File: src/hdl/pa_pkg.sv
// shared types and constants for the positional audio attenuation and pan block
package pa_pkg;

  typedef enum logic [2:0] {
    REG_SOUND_X   = 3'd0,
    REG_SOUND_Y   = 3'd1,
    REG_SOUND_Z   = 3'd2,
    REG_NEAR      = 3'd3,
    REG_FAR       = 3'd4,
    REG_BASE_VOL  = 3'd5,
    REG_FALLOFF   = 3'd6
  } cfg_reg_t;

  typedef struct packed {
    logic pan_ok;    // both horizontal directions have nonzero length
    logic sharp_one; // limit at full width
    logic in_near;   // distance at or inside near
    logic past_far;  // distance at or beyond far
  } pa_flags_t;

  localparam int DIV_QW      = 16;
  localparam int EXP_TERMS   = 12;
  localparam int EXP_SQUARES = 4;
  localparam int EXP_LAT     = 3 * EXP_TERMS + EXP_SQUARES + 1;

  localparam logic [15:0] ONE_Q15   = 16'd32768;
  localparam logic [15:0] PAN_FLOOR = 16'd11469;
  localparam logic [15:0] PAN_SPAN  = 16'd21299;
  localparam logic [30:0] ONE_Q30   = 31'h4000_0000;

  localparam logic [23:0] NEAR_RESET    = 24'd1280;
  localparam logic [23:0] FAR_RESET     = 24'd5120;
  localparam logic [15:0] BASE_VOL_RESET = 16'd32768;
  localparam logic [15:0] FALLOFF_RESET = 16'd4096;

endpackage

File: src/hdl/pa_div.sv
// pipelined restoring divider, one quotient bit per stage
module pa_div #(
  parameter int NW = 48,
  parameter int DW = 33,
  parameter int QW = pa_pkg::DIV_QW
) (
  input  logic          clk,
  input  logic          en,
  input  logic [NW-1:0] num,
  input  logic [DW-1:0] den,
  output logic [QW-1:0] quo
);

  localparam int XW = (NW > DW + QW) ? NW : DW + QW;

  logic [NW-1:0] rem_q [QW];
  logic [DW-1:0] den_q [QW];
  logic [QW-1:0] quo_q [QW];

  for (genvar j = 0; j < QW; j++) begin : g_stage
    localparam int I = QW - 1 - j;
    logic [NW-1:0] rem_in;
    logic [DW-1:0] den_in;
    logic [QW-1:0] quo_in;
    logic [XW-1:0] dsh;
    logic          take;

    if (j == 0) begin : g_first
      assign rem_in = num;
      assign den_in = den;
      assign quo_in = '0;
    end else begin : g_next
      assign rem_in = rem_q[j-1];
      assign den_in = den_q[j-1];
      assign quo_in = quo_q[j-1];
    end

    assign dsh  = XW'(den_in) << I;
    assign take = XW'(rem_in) >= dsh;

    always_ff @(posedge clk) begin
      if (en) begin
        quo_q[j] <= take ? (quo_in | (QW'(1) << I)) : quo_in;
      end
    end

    if (j < QW - 1) begin : g_carry
      always_ff @(posedge clk) begin
        if (en) begin
          rem_q[j] <= take ? (rem_in - dsh[NW-1:0]) : rem_in;
          den_q[j] <= den_in;
        end
      end
    end else begin : g_last
      assign rem_q[j] = '0;
      assign den_q[j] = '0;
    end
  end

  assign quo = quo_q[QW-1];

endmodule

File: config.mk
export PLATFORM = sky130hd
export DESIGN_NAME = pa_div
export DESIGN_NICKNAME = d
export VERILOG_FILES = /design/src/hdl/pa_pkg.sv /design/src/hdl/pa_div.sv
export SDC_FILE = /design/constraint.sdc
export NUM_CORES = 2
export LEC_CHECK = 0
export ABC_AREA = 1
export BUFFER_PORTS_ARGS = -buffer_cell sky130_fd_sc_hd__buf_2
export CORE_ASPECT_RATIO = 0.9
export CORE_MARGIN = 4
export CORE_UTILIZATION = 45
export CTS_CLUSTER_DIAMETER = 50
export DETAILED_ROUTE_END_ITERATION = 10
export GPL_ROUTABILITY_DRIVEN = 0
export GPL_TIMING_DRIVEN = 1
export PLACE_DENSITY = 0.7
export SLEW_MARGIN = 40
export SYNTH_ARGS = -nofsm -noshare
export SYNTH_HDL_FRONTEND = slang
export SYNTH_SLANG_ARGS = --single-unit
File: constraint.sdc
create_clock -name clk -period 7.15 [get_ports clk]
set_clock_uncertainty 0.1 [all_clocks]
set_input_delay 0 -clock clk [delete_from_list [all_inputs] [get_ports clk]]
set_output_delay 0 -clock clk [all_outputs]
set_load 0.02 [all_outputs]
==> results_dict.tcl <==
set metrics [dict create \
    cp-end-kind "flop" \
    syn_inst 13700 \
    die_x_um 495 \
    grt_pass1_vias 78900 \
    insertion_delay_ns 0.82 \
    die_h_um 446 \
    synth_area_mm2 0.0961 \
    place.port_buffers 98 \
    cts.clk_slew.worst_paths_ns 0.06 \
    dieArea_mm2 0.221 \
    fin_crit_sh_pct 53.9 \
    yosysTopAreaCell "edfxtp_1" \
    track_usage_pct 27.1 \
    h-tree-depth 4 \
    grt_pass1_wl_um 462000 \
    detail_route.vias_per_cell 5.13 \
    fin_tns_setup_ns 0 \
    drc 0 \
    ctsResizeCount 0 \
    cts_buffers 154 \
    cap_violations 0 \
    async_flop_share_pct 0 \
    synth_edf_count 1351 \
    placed_area_mm2 0.100 \
    synth_top_area_share_pct 42.2 \
    cts_root_buf "clkbuf_16" \
    dp.cells 16600 \
    p_per_area_mw_per_mm2 384 \
    area_growth_pct 11.7 \
    dp_hpwl_um 247000 \
    slew_violations 0 \
    outcome "completed" \
    dr.pass1.iters 9 \
    worstHoldPathType "in2reg" \
    cp_common_cell "nand2_1" \
    synth_commonest_cells "5894 x nand2_1, 2828 x inv_1, 1351 x edfxtp_1" \
    fin_crit_ns 3.85 \
    dominantRegCellSynth "edfxtp_1" \
    fin_area_mm2 0.107 \
    cts_hold_buffers 170 \
    ys_types 36 \
    wl_per_cell_um 18.0 \
    slew_headroom_pct 42.6 \
    antenna_found_initial 13 \
    vias 87300 \
    gr-total-overflow 0 \
    crit_arrival_ns 4.30 \
    fin_hold_ws_ns 0.0521 \
    rrSetupSlack_ns 3.73 \
    r2r_start "g_stage[2].den_in[24]" \
    cp_slowest_cell "nand2_2" \
    finalHoldViolCount 0 \
    initial_core_util_pct 45.4 \
    synth_area_leaders "edfxtp_1 42%, nand2_1 23%, inv_1 11%, ha_1 6.9%, nor2_1 4.2%" \
    syn_area_per_cell_um2 7.02 \
    cts.sinks 1351 \
    drtIter0Drc 10600 \
    path_delay_family "simple AND/OR/NAND/NOR gates" \
    yosysWarnings 0 \
    ir_worst_vdd_uv 314 \
    crit_chain "dlygate4sd3_1 > buf_2 > inv_1 > ha_1 > nand2_1 > nand3_1 > nand2_1 > nand2_1 > nand3b_1 > nand3_1 > nand2_2 > nand2_2 > nand2_1 > nand2_1 > dlygate4sd3_1" \
    ant_nets 0 \
    critPathKind "in2reg" \
    critPathMaxStageDelay_ns 0.71 \
    ff2ff_path_depth 11 \
    max_freq_mhz 259 \
    pin_count 99 \
    wl_um 306000 \
    synth_seq_cells 1351 \
    whs_path_depth 4 \
    cts.path.max_buffers 3 \
    cp_data_required_time_ns 7.59 \
    yosysSeqAreaShare_pct 42.2 \
    fin_nets 14700 \
    path_buf_inv 4 \
    leakagePower_uw 0.0559 \
    rsz0062_at_grt "no" \
    num_rows 160 \
    start_kind "input pin" \
    core_area_mm2 0.212 \
    reg2reg_to "g_stage[3].rem_in[38]" \
    synth_fp_nets 14300 \
    final-instance-count-excl-fill 17000 \
    min_from "num[40]" \
    worstPathMaxFanout 34 \
    report.final.setup_viol 0 \
    postCtsSetupBuffers 0 \
    grt_start_max_net_pins 160 \
    yosysMostFrequentCell "nand2_1" \
    worst_slew_pin_slew_ns 0.852 \
    layout-drive-gt1-share_pct 3.38 \
    min_to "g_stage[1].rem_in[40]" \
    cts_tree "yes" \
]
registers in the layout, indices dropped and copies added (netlist names):
register	flops
g_stage.den_in	495
g_stage.rem_in	720
quo_q	136
cells in the final DEF (no fill, tap or decap), types with 28 or more instances in the layout:
cell type      synthesis  final
ha_1                 528    528
nand3b_1              28     28
nor3_1                92     92
buf_2                 58     97
xor2_1               259    259
a21oi_1              412    412
edfxtp_1            1351   1351
o21bai_1              39     39
o21ai_0               78     77
clkbuf_16              0    154
inv_1               2828   2828
nor2_1              1086   1085
nand3_1              677    677
nand4_1              147    147
nand2_1             5894   5894
dlygate4sd3_1          0    170
worst max path at each step:
stage	cells past startpoint	to	startpoint	slack (ns)
2_1_floorplan	15	g_stage[14].rem_in[43]	g_stage[13].rem_in[2]	4.67
5_1_grt	14	g_stage[1].rem_in[43]	num[17]	3.24
4_1_cts	14	g_stage[1].rem_in[43]	num[17]	3.68
3_5_place_dp	11	g_stage[3].rem_in[38]	g_stage[2].den_in[26]	3.84
3_3_place_gp	12	g_stage[14].rem_in[2]	g_stage[13].den_in[0]	3.65
6_report	15	g_stage[1].rem_in[43]	den[2]	3.30
area by class of cell:
type / count / area [um2]
flip-flops and latches: 1351 / 40600
fillers: 20500 / 104000
clock inverters: 113 / 1510
clock buffers: 174 / 3930
diodes: 3 / 7.51
multi-input cells: 9400 / 44300
repair buffers: 312 / 2860
inverters: 2837 / 10700
well taps: 2835 / 3550
tightest hold or removal path: cells and delay by family:
kind,cells,cell delay [ns]
AND/OR/NAND/NOR,2,0.20
buffers and inverters,2,0.63
per-stage QoR:
step           total power [uW]  util [%]  setup slack [ns]
2_1_floorplan             26000         -              4.67
3_3_place_gp              32100      47.1              3.65
3_5_place_dp              32300      47.3              3.84
4_1_cts                   40700      50.7              3.68
5_1_grt                   44100      50.7              3.24
6_report                  41200      50.7              3.30
cells by family (layout without fill, tap and decap cells):
family	Yosys count	after routing	share of synthesized area [%]
buffers and inverters	2940	3436	11.8
other	0	3	0
AO/OA/AOI/OAI	544	544	2.98
AND/OR/NAND/NOR	8028	8028	33.2
flip-flops	1351	1351	42.2
adder cells (fa/ha/maj)	543	543	7.19
XOR/XNOR	285	285	2.60
power by group:
group / total, uW / switching (uW) / leakage (uW) / internal (uW)
sequential: 13100 / 1780 / 0.0131 / 11300
combinational: 19800 / 13500 / 0.0402 / 6250
clock: 8310 / 3610 / 0.00260 / 4700
per-layer routing:
metal  vias to the layer above  wire (um)  global-route usage (%)
met4                         0      16800                    12.5
met5                         -          0                       0
met2                      4331     132000                    42.0
li1                      43000          -                       -
met1                     39300     127000                    36.6
met3                       751      30900                    5.31
Note: power is estimated with default switching activity, not from simulation.
