$ cat src/hdl/pa_dly.sv
// enabled shift-register delay line for words riding beside the arithmetic
module pa_dly #(
  parameter int WIDTH = 8,
  parameter int DEPTH = 4
) (
  input  logic             clk,
  input  logic             en,
  input  logic [WIDTH-1:0] d,
  output logic [WIDTH-1:0] q
);

  logic [WIDTH-1:0] sr [DEPTH];

  always_ff @(posedge clk) begin
    if (en) begin
      sr[0] <= d;
      for (int i = 1; i < DEPTH; i++) begin
        sr[i] <= sr[i-1];
      end
    end
  end

  assign q = sr[DEPTH-1];

endmodule

$ cat config.mk
export PLATFORM = sky130hd
export DESIGN_NAME = pa_dly
export DESIGN_NICKNAME = d
export VERILOG_FILES = /design/src/hdl/pa_dly.sv
export SDC_FILE = /design/constraint.sdc
export NUM_CORES = 1
export LEC_CHECK = 0
export BUFFER_PORTS_ARGS = -buffer_cell sky130_fd_sc_hd__buf_2
export CAP_MARGIN = 20
export CORE_MARGIN = 2
export CORE_UTILIZATION = 55
export DETAILED_ROUTE_END_ITERATION = 8
export PLACE_DENSITY = 0.84
export SLEW_MARGIN = 20
export SYNTH_ARGS = -nofsm -noshare
export SYNTH_HDL_FRONTEND = slang
export SYNTH_SLANG_ARGS = --single-unit
export TNS_END_PERCENT = 30
$ cat constraint.sdc
create_clock -name clk -period 1.2 [get_ports clk]
set_clock_uncertainty 0.1 [all_clocks]
set_input_delay 0.18 -clock clk [delete_from_list [all_inputs] [get_ports clk]]
set_output_delay 0.18 -clock clk [all_outputs]
set_load 0.01 [all_outputs]
==> metrics.md, run 1 <==
| Metric | Value |
|---|---|
| Seq cells post-synth | 32 |
| Initial antenna violation count | 0 |
| Final min period | 1098 ps |
| Biggest regs | sr x32 |
| First-pass GRT wire length | 1566 µm |
| GPL Wtd Cong | 0.5941 |
| I/O pin cnt | 18 |
| Crit Path Max Fanout | 1 |
| CTS Buf Count | 5 |
| Crit-path max cell delay | 370 ps |
| Area of the multi-input gates | 0 µm² |
| Power per cell area | 1595 nW/µm² |
| Syn Area/Cell | 30.03 µm² |
| Skew-Pair Late Insertion Delay | 310 ps |
| Reg clk slew, reported paths | 80 ps |
| Final setup viols | 0 |
| Vias/cell | 4.928 |
| Row count | 15 |
| Post-CTS Hold Fix Bufs | 8 |
| Die ar. | 2098 µm² |
| Number of max-cap violations | 0 |
| Crit path arrival time | 820 ps |
| DRT iter0 DRCs | 12 |
| Syn_nets | 42 |
| Initial core utilization | 56.89% |
| Global route overflow | 0 |
| CTS tree | yes |
| Total power | 1.940 mW |
| Netlist Area Pre-Place | 960.9 µm² |
| Critical setup path kind | reg -> out |
| Layout Nets | 75 |
| Final ANT Viol Nets | 0 |
| Via count | 409 |
| Cell count after synthesis | 32 |
| Worst Max-Slew Pin Slew | 192.2 ps |
| Total wire length | 1073 µm |
| Setup TNS | 0 ps |
| Final worst path period share | 91.53% |
| CTS root buffer | clkbuf_4 |
| Unrepaired setup endpoints after global routing | no |
| Dpl cell area | 1087 µm² |
| CP max stage cell | edfxtp_1 |
| Comb_multi_in | 0 |
| Layout cell share with drive strength beyond 1 | 34.85% |
| Crit path capture type | output pin |
| Total track usage | 12.68% |
| H-tree levels | 2 |
| Setup ws final | 101.7 ps |
| CP Launch Type | register |
| Required time worst endpoint | 920 ps |
| Distinct cells, synth | 1 |
| Core area | 1689 µm² |
| Drt first pass iters | 3 |
| Largest Register | sr |
| Largest net degree at the start of global routing | 26 |
| Fmax | 910.5 MHz |
| Part of the Yosys area used for sequential elements | 100.0% |
| Die Span X | 45.80 µm |
| Maximum clock insertion buffer count | 2 |
| Synth warnings | 0 |
| Status | finished clean |
| Postcts setup bufs | 0 |
| Max reg flops | 32 |
| Worst Hold Class | in -> reg |
| Clock sink count | 32 |
| CTS-repair resized insts | 0 |
| Leak | 0.4498 nW |
| Worst slew margin | 87.19% |
| Drt drc | 0 |
| WP buf/inv | 1 |
| Dpl ws | 202.1 ps |
| PortBufs | 17 |
| Ant diodes | 0 |
| Die Ht | 45.80 µm |
| Area growth, synth to finish | 26.56% |
| Top delay family on crit path | flip-flops |
| Slew Viols, Final | 0 |
| Worst VDD drop | 0.001011 V |
| Fin area | 1216 µm² |
| Worst path cell trace | buf_2 |
| Avg WL per Cell | 12.93 µm |
| Number of global-route vias before repair | 394 |
| Final hold violation count | 0 |
-- report_power, final --
part	switching, mW	leakage (nW)	internal [mW]	total [mW]
clock	0.300	0.0269	0.225	0.525
combinational	0.0405	0.110	0.0434	0.0839
sequential	0.0160	0.313	1.31	1.33
-- cell usage in the layout (no fill, tap or decap) --
cell type	count
clkinv_1	1
dlygate4sd3_1	8
clkbuf_4	5
clkbuf_1	2
buf_12	1
buf_2	17
edfxtp_1	32
-- per-layer routing --
metal / global-route usage (%) / routed length, µm
met4: 12.00 / 30
met2: 20.56 / 582
met5: 0 / 0
met1: 10.89 / 371
met3: 6.349 / 88
-- logic make-up after synthesis --
kind of cell  share of synthesized area (%)
DFF                                   100.0
-- area by class of cell --
type	instances	area, µm²
repair buffers	26	185.2
fillers	114	473.0
clock inverters	1	3.754
clock buffers	7	45.04
flip-flops and latches	32	960.9
well taps	17	21.27
-- stage by stage --
stage          cells  hold WS [ps]  util (%)
2_1_floorplan     32         178.9         -
3_3_place_gp      67         256.3     64.37
3_5_place_dp      67         258.1     64.37
4_1_cts           83         101.5     72.00
5_1_grt           83         107.5     72.00
6_report          83         116.0     72.00
-- path summary, 6_finish.rpt --
kind                                          from                  to  slack [ps]  cells past startpoint
worst max-delay path            sr[3][7]$_DFFE_PP_                q[7]         100                      1
worst min-delay path                            en  sr[0][5]$_DFFE_PP_         120                      1
worst max register to register  sr[2][3]$_DFFE_PP_  sr[3][3]$_DFFE_PP_         460                      0
worst min register to register  sr[2][7]$_DFFE_PP_  sr[3][7]$_DFFE_PP_         320                      0
-- synthesized netlist by cell type --
library cell,count,area (µm²)
edfxtp_1,32,960.9
Note: power is estimated with default switching activity, not from simulation.
==> run 2, diff against run 1 <==
- CORE_UTILIZATION: 55 -> 30
- PLACE_DENSITY: 0.84 -> 0.53
- SLEW_MARGIN: 20 -> not set
==> run 2 against run 1 <==
Net effect:
- worst hold slack gained 110 ps
- wire length fell by 5.6%
- cell count is 29% higher
- die area rose by 75%
- combinational power is 2% lower
- setup slack lost 16 ps
- critical path depth is the same
- maximum frequency down 1.4%
- sequential power barely moved
- total power decreased by 2.3%
- critical endpoint is now q[3]
- sequential share of layout area down 1.4 points
- via count decreased by 8.1%
==> metrics.md, run 2 (synthesis gave the netlist of run 1 again) <==
| Metric | Value |
|---|---|
| Status | finished clean (unchanged) |
| Largest net degree at the start of global routing | 33 (was 26) |
| Area growth, synth to finish | 28.91% (was 26.56%) |
| Commonest non-fill, non-tap cell in the layout | edfxtp_1 (unchanged) |
| Top delay family on crit path | flip-flops (unchanged) |
| Setup ws final | 85.61 ps (was 101.7 ps) |
| Core area | 3053 µm² (was 1689 µm²) |
| Setup TNS | 0 ps (unchanged) |
| Dpl cell area | 1121 µm² (was 1087 µm²) |
| H-tree levels | 2 (unchanged) |
| CTS Buf Count | 5 (unchanged) |
| Die Span X | 60.60 µm (was 45.80 µm) |
| CTS root buffer | clkbuf_4 (unchanged) |
| Initial antenna violation count | 0 (unchanged) |
| Power per cell area | 1530 nW/µm² (was 1595 nW/µm²) |
| Met3 routed WL | 97 µm (was 88 µm) |
| Number of cells on the critical path | 1 (unchanged) |
| Via count | 376 (was 409) |
| Top Layer Used | met3 (was met4) |
| CTS tree | yes (unchanged) |
| Leak | 0.4459 nW (was 0.4498 nW) |
| Worst VDD drop | 0.0005915 V (was 0.001011 V) |
| Vias/cell | 3.514 (was 4.928) |
| Fmax | 897.4 MHz (was 910.5 MHz) |
| Crit path capture | q[3] (was q[7]) |
| Drt drc | 0 (unchanged) |
| Dpl ws | 301.1 ps (was 202.1 ps) |
| Avg WL per Cell | 9.467 µm (was 12.93 µm) |
| Worst path cell trace | buf_2 (unchanged) |
| Metal-1 WL | 410 µm (was 371 µm) |
| Total track usage | 6.841% (was 12.68%) |
| Die Ht | 60.60 µm (was 45.80 µm) |
| Skew-Pair Late Insertion Delay | 300 ps (was 310 ps) |
| Global route overflow | 0 (unchanged) |
| First-pass GRT wire length | 1552 µm (was 1566 µm) |
| Worst r2r dst | sr[3][7]$_DFFE_PP_ (was sr[3][3]$_DFFE_PP_) |
| Worst Max-Slew Pin Slew | 166.4 ps (was 192.2 ps) |
| Worst Hold Class | in -> reg (unchanged) |
| Required time worst endpoint | 920 ps (about the same) |
| Comb_multi_in | 0 (unchanged) |
| Unrepaired setup endpoints after global routing | yes (was no) |
| Layout Nets | 75 (unchanged) |
| R2R Setup Slk | 470 ps (was 460 ps) |
| Final min period | 1114 ps (was 1098 ps) |
| Crit path arrival time | 830 ps (was 820 ps) |
| Crit path from | sr[3][3]$_DFFE_PP_ (was sr[3][7]$_DFFE_PP_) |
| Final ANT Viol Nets | 0 (unchanged) |
| Final setup viols | 0 (unchanged) |
| Die ar. | 3672 µm² (was 2098 µm²) |
| R2R depth | 0 (unchanged) |
| Reg clk slew, reported paths | 80 ps (about the same) |
| Reg-to-Reg Start | sr[2][7]$_DFFE_PP_ (was sr[2][3]$_DFFE_PP_) |
| Fin area | 1239 µm² (was 1216 µm²) |
| Clock sink count | 32 (unchanged) |
| Crit Path Max Fanout | 1 (unchanged) |
| Maximum clock insertion buffer count | 2 (unchanged) |
| Max reg flops | 32 (unchanged) |
| Number of max-cap violations | 0 (unchanged) |
| Row count | 20 (was 15) |
| CP Launch Type | register (unchanged) |
| WP buf/inv | 1 (unchanged) |
| Metal2 WL | 506 µm (was 582 µm) |
| Critical setup path kind | reg -> out (unchanged) |
| Slew Viols, Final | 0 (unchanged) |
| PortBufs | 17 (unchanged) |
| CP max stage cell | edfxtp_1 (unchanged) |
| I/O pin cnt | 18 (unchanged) |
| CTS-repair resized insts | 0 (unchanged) |
| Crit path capture type | output pin (unchanged) |
| Min Hold Slack | 221.5 ps (was 116.0 ps) |
| Final hold violation count | 0 (unchanged) |
| Layout cell share with drive strength beyond 1 | 36.51% (was 34.85%) |
| Worst slew margin | 88.91% (was 87.19%) |
| Crit-path max cell delay | 380 ps (was 370 ps) |
| Area of the multi-input gates | 0 µm² (unchanged) |
| Number of global-route vias before repair | 363 (was 394) |
| Drt first pass iters | 3 (unchanged) |
| Most frequent cells in the layout | edfxtp_1 (32), buf_2 (17), dlygate4sd3_1 (8), clkbuf_4 (5), buf_12 (1) (was edfxtp_1 (32), buf_2 (17), dlygate4sd3_1 (8), clkbuf_4 (5), clkbuf_1 (2)) |
| Postcts setup bufs | 0 (unchanged) |
| DRT iter0 DRCs | 3 (was 12) |
| Initial core utilization | 31.48% (was 56.89%) |
| Ant diodes | 0 (unchanged) |
| GPL Wtd Cong | 0.5621 (was 0.5941) |
| Final worst path period share | 92.87% (was 91.53%) |
| Biggest regs | sr x32 (unchanged) |
| Total wire length | 1013 µm (was 1073 µm) |
| Largest Register | sr (unchanged) |
## run 2: layer usage
| layer | track usage [%] | vias up |
|---|---|---|
| li1 | - | 193 |
| met1 | 6.197 | 164 |
| met2 | 9.217 | 19 |
| met3 | 7.676 | 0 |
| met4 | 3.727 | 0 |
| met5 | 0 | - |
## run 2: layout make-up
class                 count  area, µm²
Clock buffer              5      37.54
Timing Repair Buffer     26      185.2
Sequential cell          32      960.9
Fill cell               294       1814
Tap cell                 44      55.05
## run 2: worst min-delay path by stage
stage                     startpoint                  to  slack, ps  depth (start not counted)
after floorplan                 d[0]  sr[0][0]$_DFFE_PP_        180                          0
after global placement          d[7]  sr[0][7]$_DFFE_PP_        260                          1
after detailed placement        d[6]  sr[0][6]$_DFFE_PP_        260                          1
after CTS                         en  sr[1][2]$_DFFE_PP_        210                          2
after global routing              en  sr[1][5]$_DFFE_PP_        200                          2
final                             en  sr[3][2]$_DFFE_PP_        220                          2
## run 2: repair_timing
action | in CTS | in global routing
endpoints found under the setup margin | 0 | 1
hold endpoints to repair | 8 | 0
hold buffers | 8 | 0
## run 2: power breakdown
part / switching [mW] / internal (mW)
Clock: 0.288 / 0.195
Sequential: 0.0149 / 1.31
Combinational: 0.0386 / 0.0434
## run 2: through the flow
stage / power (mW) / cells / utilization, %
2_1_floorplan: 1.362 / 32 / -
3_3_place_gp: 1.415 / 94 / 36.72
3_5_place_dp: 1.420 / 94 / 36.72
4_1_cts: 1.914 / 107 / 40.57
5_1_grt: 1.992 / 107 / 40.57
6_report: 1.895 / 107 / 40.57
